==> src/rtl/gufwc_pkg.sv <==
// ----------------------------------------------------------------------------
// gufwc_pkg: shared definitions of the grid union-find wall carver
// Label width, field codes, default sizes and the sequencer state type.
// ----------------------------------------------------------------------------
package gufwc_pkg;

    localparam int MAX_SIDE_DEF  = 16;
    localparam int MAX_CELLS_DEF = 256;

    localparam int LABEL_W = 8;
    localparam int SIDE_W  = 5;
    localparam int COORD_W = 4;
    localparam int NB_W    = 5;
    localparam int IDX_W   = 10;
    localparam int PIX_W   = 6;

    localparam logic [SIDE_W-1:0] GRID_SIDE_RST = 5'd6;

    typedef enum logic {
        REQ_JOIN    = 1'b0,
        REQ_RESTART = 1'b1
    } t_req;

    typedef enum logic [1:0] {
        DIR_LEFT  = 2'd0,
        DIR_RIGHT = 2'd1,
        DIR_UP    = 2'd2,
        DIR_DOWN  = 2'd3
    } t_dir;

    typedef enum logic [1:0] {
        ST_REMOVED   = 2'd0,
        ST_CONNECTED = 2'd1,
        ST_OFF_GRID  = 2'd2,
        ST_RESTARTED = 2'd3
    } t_status;

    typedef enum logic [3:0] {
        S_INIT,
        S_IDLE,
        S_CHECK,
        S_RDA,
        S_RDB,
        S_CMP,
        S_SCAN,
        S_DRAIN,
        S_OUT
    } t_state;

endpackage

==> src/rtl/gufwc_if.sv <==
// ----------------------------------------------------------------------------
// gufwc_if: channel interfaces of the grid union-find wall carver
// Request, response and configuration write channels with valid/ready.
// ----------------------------------------------------------------------------
interface gufwc_req_if;
    logic                               valid;
    logic                               ready;
    logic                               req_type;
    logic [gufwc_pkg::COORD_W-1:0]      cell_row;
    logic [gufwc_pkg::COORD_W-1:0]      cell_col;
    logic [1:0]                         direction;

    modport source (output valid, output req_type, output cell_row, output cell_col,
                    output direction, input ready);
    modport sink   (input valid, input req_type, input cell_row, input cell_col,
                    input direction, output ready);
endinterface

interface gufwc_rsp_if;
    logic                               valid;
    logic                               ready;
    logic [1:0]                         status;
    logic [gufwc_pkg::PIX_W-1:0]        wall_row;
    logic [gufwc_pkg::PIX_W-1:0]        wall_col;
    logic [gufwc_pkg::LABEL_W-1:0]      merged_label;

    modport source (output valid, output status, output wall_row, output wall_col,
                    output merged_label, input ready);
    modport sink   (input valid, input status, input wall_row, input wall_col,
                    input merged_label, output ready);
endinterface

interface gufwc_cfg_if;
    logic                               valid;
    logic                               ready;
    logic [gufwc_pkg::SIDE_W-1:0]       data;

    modport source (output valid, output data, input ready);
    modport sink   (input valid, input data, output ready);
endinterface

==> src/rtl/grid_union_find_wall_carver.sv <==
// ----------------------------------------------------------------------------
// grid_union_find_wall_carver: disjoint-set engine for Kruskal maze carving
// Each grid cell holds a set label. A join request names a cell and a side;
// differing labels are merged and the removed wall's pixel position returned.
//
// Channels: i_req carries one request beat (join or restart), o_rsp returns
// exactly one response beat per request, i_cfg writes grid_side and is always
// ready. Write configuration only while no request is in flight.
// Steps: a join checks that both cells lie on the grid, reads both labels and
// compares them; a merge then runs the relabel scan, which compares one label a
// cycle through the single read port of the label memory. A restart and the
// sweep after reset write one label a cycle through its write port.
// Reset: grid_side returns to 6 and a sweep reloads every label with its own
// index; i_req is not ready until it ends.
// One request is in the block at a time: i_req is ready only when idle, and
// a stalled response holds in the output register until o_rsp.ready.
// ----------------------------------------------------------------------------
module grid_union_find_wall_carver #(
    parameter int MAX_SIDE  = gufwc_pkg::MAX_SIDE_DEF,
    parameter int MAX_CELLS = gufwc_pkg::MAX_CELLS_DEF
) (
    input  logic         i_clk,
    input  logic         i_rst_n,
    gufwc_req_if.sink    i_req,
    gufwc_rsp_if.source  o_rsp,
    gufwc_cfg_if.sink    i_cfg
);
    import gufwc_pkg::*;

    localparam int ADDR_W = $clog2(MAX_CELLS);
    localparam logic [ADDR_W-1:0] LAST_ADDR = ADDR_W'(MAX_CELLS - 1);

    t_state              r_state, n_state;
    logic [SIDE_W-1:0]   r_grid_side;
    logic [ADDR_W-1:0]   r_cnt, n_cnt;
    logic                r_restart_rsp, n_restart_rsp;
    logic                r_pv, n_pv;
    logic [ADDR_W-1:0]   r_pa, n_pa;
    logic [COORD_W-1:0]  r_row, n_row, r_col, n_col;
    logic [1:0]          r_dir, n_dir;
    logic [NB_W-1:0]     r_nr, n_nr, r_nc, n_nc;
    logic [ADDR_W-1:0]   r_cur, n_cur, r_nxt, n_nxt;
    logic [LABEL_W-1:0]  r_lab_cur, n_lab_cur, r_lab_nxt, n_lab_nxt;
    logic [1:0]          r_status, n_status;
    logic [PIX_W-1:0]    r_wall_row, n_wall_row, r_wall_col, n_wall_col;
    logic [LABEL_W-1:0]  r_label, n_label;

    logic                ram_we;
    logic [ADDR_W-1:0]   ram_waddr, ram_raddr;
    logic [LABEL_W-1:0]  ram_wdata, ram_rdata;

    logic [SIDE_W-1:0]   side;
    logic [NB_W-1:0]     nb_row, nb_col;
    logic                nb_off;
    logic [IDX_W-1:0]    idx_cur, idx_nxt;

    gufwc_label_ram #(
        .DEPTH (MAX_CELLS)
    ) u_label_ram (
        .i_clk   (i_clk),
        .i_we    (ram_we),
        .i_waddr (ram_waddr),
        .i_wdata (ram_wdata),
        .i_raddr (ram_raddr),
        .o_rdata (ram_rdata)
    );

    assign i_cfg.ready = 1'b1;

    always_ff @(posedge i_clk) begin
        if (!i_rst_n) begin
            r_grid_side <= GRID_SIDE_RST;
        end else if (i_cfg.valid) begin
            r_grid_side <= i_cfg.data;
        end
    end

    always_comb begin
        side    = (32'(r_grid_side) > MAX_SIDE) ? SIDE_W'(MAX_SIDE) : r_grid_side;
        nb_row  = NB_W'(r_row);
        nb_col  = NB_W'(r_col);
        nb_off  = (NB_W'(r_row) >= NB_W'(side)) || (NB_W'(r_col) >= NB_W'(side));
        case (t_dir'(r_dir))
            DIR_LEFT: begin
                if (r_col == '0) nb_off = 1'b1;
                nb_col = NB_W'(r_col) - NB_W'(1);
            end
            DIR_RIGHT: nb_col = NB_W'(r_col) + NB_W'(1);
            DIR_UP: begin
                if (r_row == '0) nb_off = 1'b1;
                nb_row = NB_W'(r_row) - NB_W'(1);
            end
            default: nb_row = NB_W'(r_row) + NB_W'(1);
        endcase
        if (nb_row >= NB_W'(side) || nb_col >= NB_W'(side)) nb_off = 1'b1;
        idx_cur = IDX_W'(r_row) * IDX_W'(side) + IDX_W'(r_col);
        idx_nxt = IDX_W'(nb_row) * IDX_W'(side) + IDX_W'(nb_col);
        if (32'(idx_cur) >= MAX_CELLS || 32'(idx_nxt) >= MAX_CELLS) nb_off = 1'b1;
    end

    always_comb begin
        n_state       = r_state;
        n_cnt         = r_cnt;
        n_restart_rsp = r_restart_rsp;
        n_pv          = 1'b0;
        n_pa          = r_pa;
        n_row         = r_row;
        n_col         = r_col;
        n_dir         = r_dir;
        n_nr          = r_nr;
        n_nc          = r_nc;
        n_cur         = r_cur;
        n_nxt         = r_nxt;
        n_lab_cur     = r_lab_cur;
        n_lab_nxt     = r_lab_nxt;
        n_status      = r_status;
        n_wall_row    = r_wall_row;
        n_wall_col    = r_wall_col;
        n_label       = r_label;
        ram_we        = r_pv && (ram_rdata == r_lab_nxt);
        ram_waddr     = r_pa;
        ram_wdata     = r_lab_cur;
        ram_raddr     = r_cnt;
        i_req.ready   = 1'b0;
        o_rsp.valid   = 1'b0;

        case (r_state)
            S_INIT: begin
                ram_we    = 1'b1;
                ram_waddr = r_cnt;
                ram_wdata = LABEL_W'(r_cnt);
                if (r_cnt == LAST_ADDR) begin
                    n_cnt   = '0;
                    n_state = r_restart_rsp ? S_OUT : S_IDLE;
                end else begin
                    n_cnt = r_cnt + ADDR_W'(1);
                end
            end
            S_IDLE: begin
                i_req.ready = 1'b1;
                if (i_req.valid) begin
                    n_row      = i_req.cell_row;
                    n_col      = i_req.cell_col;
                    n_dir      = i_req.direction;
                    n_wall_row = '0;
                    n_wall_col = '0;
                    n_label    = '0;
                    if (t_req'(i_req.req_type) == REQ_RESTART) begin
                        n_status      = ST_RESTARTED;
                        n_restart_rsp = 1'b1;
                        n_cnt         = '0;
                        n_state       = S_INIT;
                    end else begin
                        n_state = S_CHECK;
                    end
                end
            end
            S_CHECK: begin
                n_nr  = nb_row;
                n_nc  = nb_col;
                n_cur = ADDR_W'(idx_cur);
                n_nxt = ADDR_W'(idx_nxt);
                if (nb_off) begin
                    n_status = ST_OFF_GRID;
                    n_state  = S_OUT;
                end else begin
                    n_state = S_RDA;
                end
            end
            S_RDA: begin
                ram_raddr = r_cur;
                n_state   = S_RDB;
            end
            S_RDB: begin
                ram_raddr = r_nxt;
                n_lab_cur = ram_rdata;
                n_state   = S_CMP;
            end
            S_CMP: begin
                n_lab_nxt = ram_rdata;
                n_label   = r_lab_cur;
                if (ram_rdata == r_lab_cur) begin
                    n_status = ST_CONNECTED;
                    n_state  = S_OUT;
                end else begin
                    n_cnt   = '0;
                    n_state = S_SCAN;
                end
            end
            S_SCAN: begin
                ram_raddr = r_cnt;
                n_pv      = 1'b1;
                n_pa      = r_cnt;
                if (r_cnt == LAST_ADDR) begin
                    n_cnt   = '0;
                    n_state = S_DRAIN;
                end else begin
                    n_cnt = r_cnt + ADDR_W'(1);
                end
            end
            S_DRAIN: begin
                n_status   = ST_REMOVED;
                n_wall_row = PIX_W'(r_row) + PIX_W'(r_nr) + PIX_W'(1);
                n_wall_col = PIX_W'(r_col) + PIX_W'(r_nc) + PIX_W'(1);
                n_state    = S_OUT;
            end
            S_OUT: begin
                o_rsp.valid = 1'b1;
                if (o_rsp.ready) begin
                    n_restart_rsp = 1'b0;
                    n_state       = S_IDLE;
                end
            end
            default: n_state = S_IDLE;
        endcase
    end

    always_ff @(posedge i_clk) begin
        if (!i_rst_n) begin
            r_state       <= S_INIT;
            r_cnt         <= '0;
            r_restart_rsp <= 1'b0;
            r_pv          <= 1'b0;
        end else begin
            r_state       <= n_state;
            r_cnt         <= n_cnt;
            r_restart_rsp <= n_restart_rsp;
            r_pv          <= n_pv;
        end
    end

    always_ff @(posedge i_clk) begin
        r_pa       <= n_pa;
        r_row      <= n_row;
        r_col      <= n_col;
        r_dir      <= n_dir;
        r_nr       <= n_nr;
        r_nc       <= n_nc;
        r_cur      <= n_cur;
        r_nxt      <= n_nxt;
        r_lab_cur  <= n_lab_cur;
        r_lab_nxt  <= n_lab_nxt;
        r_status   <= n_status;
        r_wall_row <= n_wall_row;
        r_wall_col <= n_wall_col;
        r_label    <= n_label;
    end

    assign o_rsp.status       = r_status;
    assign o_rsp.wall_row     = r_wall_row;
    assign o_rsp.wall_col     = r_wall_col;
    assign o_rsp.merged_label = r_label;

endmodule

==> src/rtl/gufwc_label_ram.sv <==
// ----------------------------------------------------------------------------
// gufwc_label_ram: set label store
// One write port and one read port with registered read data.
// ----------------------------------------------------------------------------
module gufwc_label_ram #(
    parameter int DEPTH = gufwc_pkg::MAX_CELLS_DEF
) (
    input  logic                             i_clk,
    input  logic                             i_we,
    input  logic [$clog2(DEPTH)-1:0]         i_waddr,
    input  logic [gufwc_pkg::LABEL_W-1:0]    i_wdata,
    input  logic [$clog2(DEPTH)-1:0]         i_raddr,
    output logic [gufwc_pkg::LABEL_W-1:0]    o_rdata
);
    import gufwc_pkg::*;

    logic [LABEL_W-1:0] r_mem [DEPTH];
    logic [LABEL_W-1:0] r_rdata;

    always_ff @(posedge i_clk) begin
        if (i_we) begin
            r_mem[i_waddr] <= i_wdata;
        end
        r_rdata <= r_mem[i_raddr];
    end

    assign o_rdata = r_rdata;

endmodule

==> src/flat_wrapper.sv <==
// flat-port wrapper written by rule: the top's interface ports become plain ports
module grid_union_find_wall_carver_flat import gufwc_pkg::*;
#(
    parameter int MAX_SIDE  = gufwc_pkg::MAX_SIDE_DEF,
    parameter int MAX_CELLS = gufwc_pkg::MAX_CELLS_DEF
)
  (i_clk, i_rst_n, i_req_valid, i_req_req_type, i_req_cell_row, i_req_cell_col, i_req_direction, i_req_ready, o_rsp_valid, o_rsp_status, o_rsp_wall_row, o_rsp_wall_col, o_rsp_merged_label, o_rsp_ready, i_cfg_valid, i_cfg_data, i_cfg_ready);
  gufwc_req_if i_req_i ();
  gufwc_rsp_if o_rsp_i ();
  gufwc_cfg_if i_cfg_i ();
  input  logic i_clk;
  input  logic i_rst_n;
  input wire logic [$bits(i_req_i.valid)-1:0] i_req_valid;
  input wire logic [$bits(i_req_i.req_type)-1:0] i_req_req_type;
  input wire logic [$bits(i_req_i.cell_row)-1:0] i_req_cell_row;
  input wire logic [$bits(i_req_i.cell_col)-1:0] i_req_cell_col;
  input wire logic [$bits(i_req_i.direction)-1:0] i_req_direction;
  output wire logic [$bits(i_req_i.ready)-1:0] i_req_ready;
  output wire logic [$bits(o_rsp_i.valid)-1:0] o_rsp_valid;
  output wire logic [$bits(o_rsp_i.status)-1:0] o_rsp_status;
  output wire logic [$bits(o_rsp_i.wall_row)-1:0] o_rsp_wall_row;
  output wire logic [$bits(o_rsp_i.wall_col)-1:0] o_rsp_wall_col;
  output wire logic [$bits(o_rsp_i.merged_label)-1:0] o_rsp_merged_label;
  input wire logic [$bits(o_rsp_i.ready)-1:0] o_rsp_ready;
  input wire logic [$bits(i_cfg_i.valid)-1:0] i_cfg_valid;
  input wire logic [$bits(i_cfg_i.data)-1:0] i_cfg_data;
  output wire logic [$bits(i_cfg_i.ready)-1:0] i_cfg_ready;
  assign i_req_i.valid = i_req_valid;
  assign i_req_i.req_type = i_req_req_type;
  assign i_req_i.cell_row = i_req_cell_row;
  assign i_req_i.cell_col = i_req_cell_col;
  assign i_req_i.direction = i_req_direction;
  assign i_req_ready = i_req_i.ready;
  assign o_rsp_valid = o_rsp_i.valid;
  assign o_rsp_status = o_rsp_i.status;
  assign o_rsp_wall_row = o_rsp_i.wall_row;
  assign o_rsp_wall_col = o_rsp_i.wall_col;
  assign o_rsp_merged_label = o_rsp_i.merged_label;
  assign o_rsp_i.ready = o_rsp_ready;
  assign i_cfg_i.valid = i_cfg_valid;
  assign i_cfg_i.data = i_cfg_data;
  assign i_cfg_ready = i_cfg_i.ready;
  grid_union_find_wall_carver #(.MAX_SIDE(MAX_SIDE), .MAX_CELLS(MAX_CELLS)) u_core (.i_clk(i_clk), .i_rst_n(i_rst_n), .i_req(i_req_i), .o_rsp(o_rsp_i), .i_cfg(i_cfg_i));
endmodule
==> config.mk <==
export PLATFORM = sky130hd
export DESIGN_NAME = grid_union_find_wall_carver_flat
export DESIGN_NICKNAME = d
export VERILOG_FILES = /design/src/rtl/gufwc_pkg.sv /design/src/rtl/gufwc_if.sv /design/src/rtl/grid_union_find_wall_carver.sv /design/src/rtl/gufwc_label_ram.sv /design/src/flat_wrapper.sv
export SDC_FILE = /design/constraint.sdc
export NUM_CORES = 2
export LEC_CHECK = 0
export ABC_AREA = 1
export BUFFER_PORTS_ARGS = -buffer_cell sky130_fd_sc_hd__buf_2
export CAP_MARGIN = 20
export CORE_ASPECT_RATIO = 1.4
export CORE_MARGIN = 2
export CORE_UTILIZATION = 48
export CTS_CLUSTER_SIZE = 25
export DETAILED_ROUTE_END_ITERATION = 10
export PLACE_DENSITY_LB_ADDON = 0.08
export SETUP_SLACK_MARGIN = 0.2
export SYNTH_ARGS = -nofsm -noshare
export SYNTH_HDL_FRONTEND = slang
export SYNTH_SLANG_ARGS = --single-unit
==> constraint.sdc <==
create_clock -name i_clk -period 28.5 [get_ports i_clk]
set_input_delay 2.85 -clock i_clk [delete_from_list [all_inputs] [get_ports i_clk]]
set_output_delay 2.85 -clock i_clk [all_outputs]
set_load 0.005 [all_outputs]
==> run_results.csv <==
group,metric,value,unit
synth,syn_inst,8811,
synth,syn_avg_cell_area,11.0,um^2
route,ant_nets,0,
layout,drive_gt1_share,5.46,%
die,chipWidth,383,um
setup_path,r2r-start,"u_core.r_state[0]",
status,status,"finished, final reports clean",
sta,max_freq,0.154,GHz
cts,cts_hold_buf,0,
synth,ys_warn_count,0,
synth,syn-cell-area,96600,um^2
global_routing,first_global_vias,63151,
global_routing,use_met3,4.17,%
sta,timing.final.crit_share,22.8,%
sta,slew_violations,0,
layout,syn_to_final_growth,8.84,%
power_and_ir_drop,leakage,40.2,nW
global_routing,antenna_found_initial,4,
die,start_util,48.4,%
synth,synth_edf_count,2130,
setup_path,setup.worst_path.start_class,"flip-flop",
power_and_ir_drop,vdd_drop_max,0.0000755,V
global_routing,grt_overflow,0,
synth,yosys.area.top_type,"edfxtp_1",
hold_path,hold_path_depth,2,
setup_path,path_class,"reg2reg",
setup_path,r2r_setup_slack,21.99,ns
synth,synth_nets,8937,
layout,nNetsFinal,8742,
placement,portBuffers,44,
sta,rsz0062_at_grt,"false",
die,dieArea,205000,um^2
setup_path,crit_required,29.28,ns
cts,cts-root-buf,"clkbuf_16",
route,wl_per_cell,24.8,um
die,die_h,535,um
hold_path,hp-class,"reg2reg",
cts,post_cts_resized,0,
synth,synthTopCellsByArea,"edfxtp_1 (66%), nand3_1 (9.3%), nand2_1 (7.1%)",
job,drv_cap,0,
hold_path,holdCritStartpoint,"u_core.r_grid_side[2]",
global_routing,grtUsageMet1,35.0,%
route,dr.pass1.iters,8,
setup_path,arrival,7.28,ns
layout,seq_area,64500,um^2
sta,fin_worst_skew,0.0455,ns
synth,yosysUniqueCellTypes,49,
placement,placed_cells,11044,
synth,synth.most_common_cell,"edfxtp_1",
synth,synthTopCellsByCount,"edfxtp_1 (2130), nand2_1 (1819), nand3_1 (1802), inv_1 (1087), nand3b_1 (610)",
synth,synth_top_area_share,66.2,%
global_routing,busiest_layer,"met2",
placement,place_congestion,0.863,
cts,cts_max_level,4,
synth,async_flop_share,0,%
power_and_ir_drop,power_density,81.8,nW/um^2
global_routing,grt_start_max_net_pins,183,
sta,max-slew-margin-rel,24.9,%
layout,fillCellCount,17550,
route,routed-via-count,64467,
die,io_pins,46,
setup_path,critPathMaxFanout,182,
global_routing,grt_pass1_wl,418000,um
sta,holdWs,0.468,ns
route,dr.first_iter.drc_count,6511,
synth,ys_seq_area_share,66.7,%
sta,tns,0,ns
sta,setup_viol,0,
setup_path,end_kind,"flip-flop",
route,viasPerCell,5.64,
cts,clk_pin_slew,0.06,ns
synth,synth_ff_type,"edfxtp_1",
die,coreArea,200000,um^2
synth,ys_ff_latch,2157,
cts,clock_path_buffers,4,
global_routing,grt_util_met2,46.3,%
cts,clock_latency,0.88,ns
cts,tritoncts,"done",
setup_path,rr_worst_depth,19,
layout,fin_area,105000,um^2
sta,worst_pin_slew,1.13,ns
cts,cts_made_buffers,215,
die,rows,194,
route,routed_wl,283000,um
layout,multi_input_area,25600,um^2
layout,instances_no_fill,11424,
sta,fin_crit,6.51,ns
setup_path,startpoint,"u_core.r_state[0]",
route,drc_errors,0,
cts,cts_sinks,2157,
hold_path,whs_endpoint,"u_core.r_grid_side[2]",
setup_path,r2r_end,"u_core.u_label_ram.o_rdata[3]",
placement,postPlaceCellArea,98700,um^2
global_routing,grt_usage,27.3,%
cts,cts_setup_buffers,0,
sta,hold_viol_final,0,
placement,hpwl,163000,um
[cells by family (layout without fill, tap and decap cells)]
kind of cell	after synthesis	in the layout	share of synthesized area, %
fa+ha+maj	105	105	1.56
compound gates	252	252	1.65
xor+xnor	27	27	0.245
flops	2157	2157	66.7
simple gates	4611	4611	22.8
other cells	1	3	0.00388
buf+inv	1658	1623	7.03
[sequential cells by signal, indices dropped and copies added (netlist names), 5 cells and up]
signal                      cells
u_core.r_nxt                    8
u_core.o_rsp.merged_label       8
u_core.r_grid_side              5
u_core.r_nc                     5
u_core.r_lab_nxt                8
u_core.u_label_ram.o_rdata      8
u_core.u_label_ram.r_mem     2048
u_core.o_rsp.wall_row           6
u_core.r_nr                     5
u_core.r_pa                     8
u_core.r_cur                    8
u_core.r_cnt                    8
u_core.r_lab_cur                8
u_core.o_rsp.wall_col           6
[routing by layer]
metal  part of all wire (%)  vias up  routed length, um
met1                     39    31953             112000
met4                    4.4        4              12600
met2                     49     2242             140000
met3                    6.7      531              19000
li1                       -    29737                  -
met5                 0.0099        -                 28
[area by class of cell]
cell class	instances	area share, %
sequential	2157	61.3
multi-input combinational	4996	24.3
tap	2646	3.15
timing repair buffer	147	1.13
antenna	2	0.00476
clock buffer	271	5.40
clock inverter	106	0.749
inverter	1099	3.95
[how the worst max path moves through the flow]
| stage | endpoint | slack (ns) | depth (start not counted) |
|---|---|---|---|
| after floorplan | u_core.u_label_ram.r_mem[0][0] | 15.36 | 6 |
| after global placement | u_core.u_label_ram.o_rdata[3] | 21.98 | 20 |
| after detailed placement | u_core.u_label_ram.o_rdata[3] | 21.93 | 19 |
| after CTS | u_core.u_label_ram.o_rdata[3] | 21.94 | 19 |
| after global routing | u_core.u_label_ram.o_rdata[0] | 21.41 | 20 |
| final | u_core.u_label_ram.o_rdata[3] | 21.99 | 19 |
[stage by stage]
stage          total power [W]  setup WS, ns  utilization (%)
6_report               0.00860         21.99             52.6
5_1_grt                0.00892         21.41             52.6
4_1_cts                0.00865         21.94             52.6
3_5_place_dp           0.00597         21.93             49.4
3_3_place_gp           0.00596         21.98             49.4
2_1_floorplan          0.00525         15.36                -
[critical path: stages (launching register included)]
cell,delay [ns]
dfxtp_1,0.49
nand2_2,0.17
inv_2,0.08
nand3_1,0.06
nand2_1,0.17
inv_8,0.20
nand2_8,0.65
buf_12,0.65
buf_4,0.77
buf_4,0.95
buf_4,0.96
a21oi_1,0.13
o21ai_1,0.12
nand3_1,0.10
nand3_1,0.13
nand3_1,0.16
nand3_1,0.22
nand3_1,0.09
nand3_1,0.09
nand2_1,0.06
[placed cells by master, fill, tap and decap left out, drive strengths merged, types with 9 or more instances in the layout]
cell type,count
nand3,1803
nor3,9
fa,26
dfxtp,27
xnor2,16
nand2,1824
nor2,347
nand3b,610
inv,1098
xor2,11
clkbuf,271
edfxtp,2130
buf,147
clkinvlp,9
clkinv,87
a21oi,62
ha,79
bufinv,11
o21ai,65
o211ai,99
[where the power goes]
group          total [W]  leakage (nW)  internal (W)  switching, W
registers        0.00376          19.8       0.00371     0.0000447
clock network    0.00270          3.14       0.00150       0.00120
logic            0.00214          17.3      0.000504       0.00164
total            0.00860          40.2       0.00572       0.00289
(Power assumes the default switching activity.)
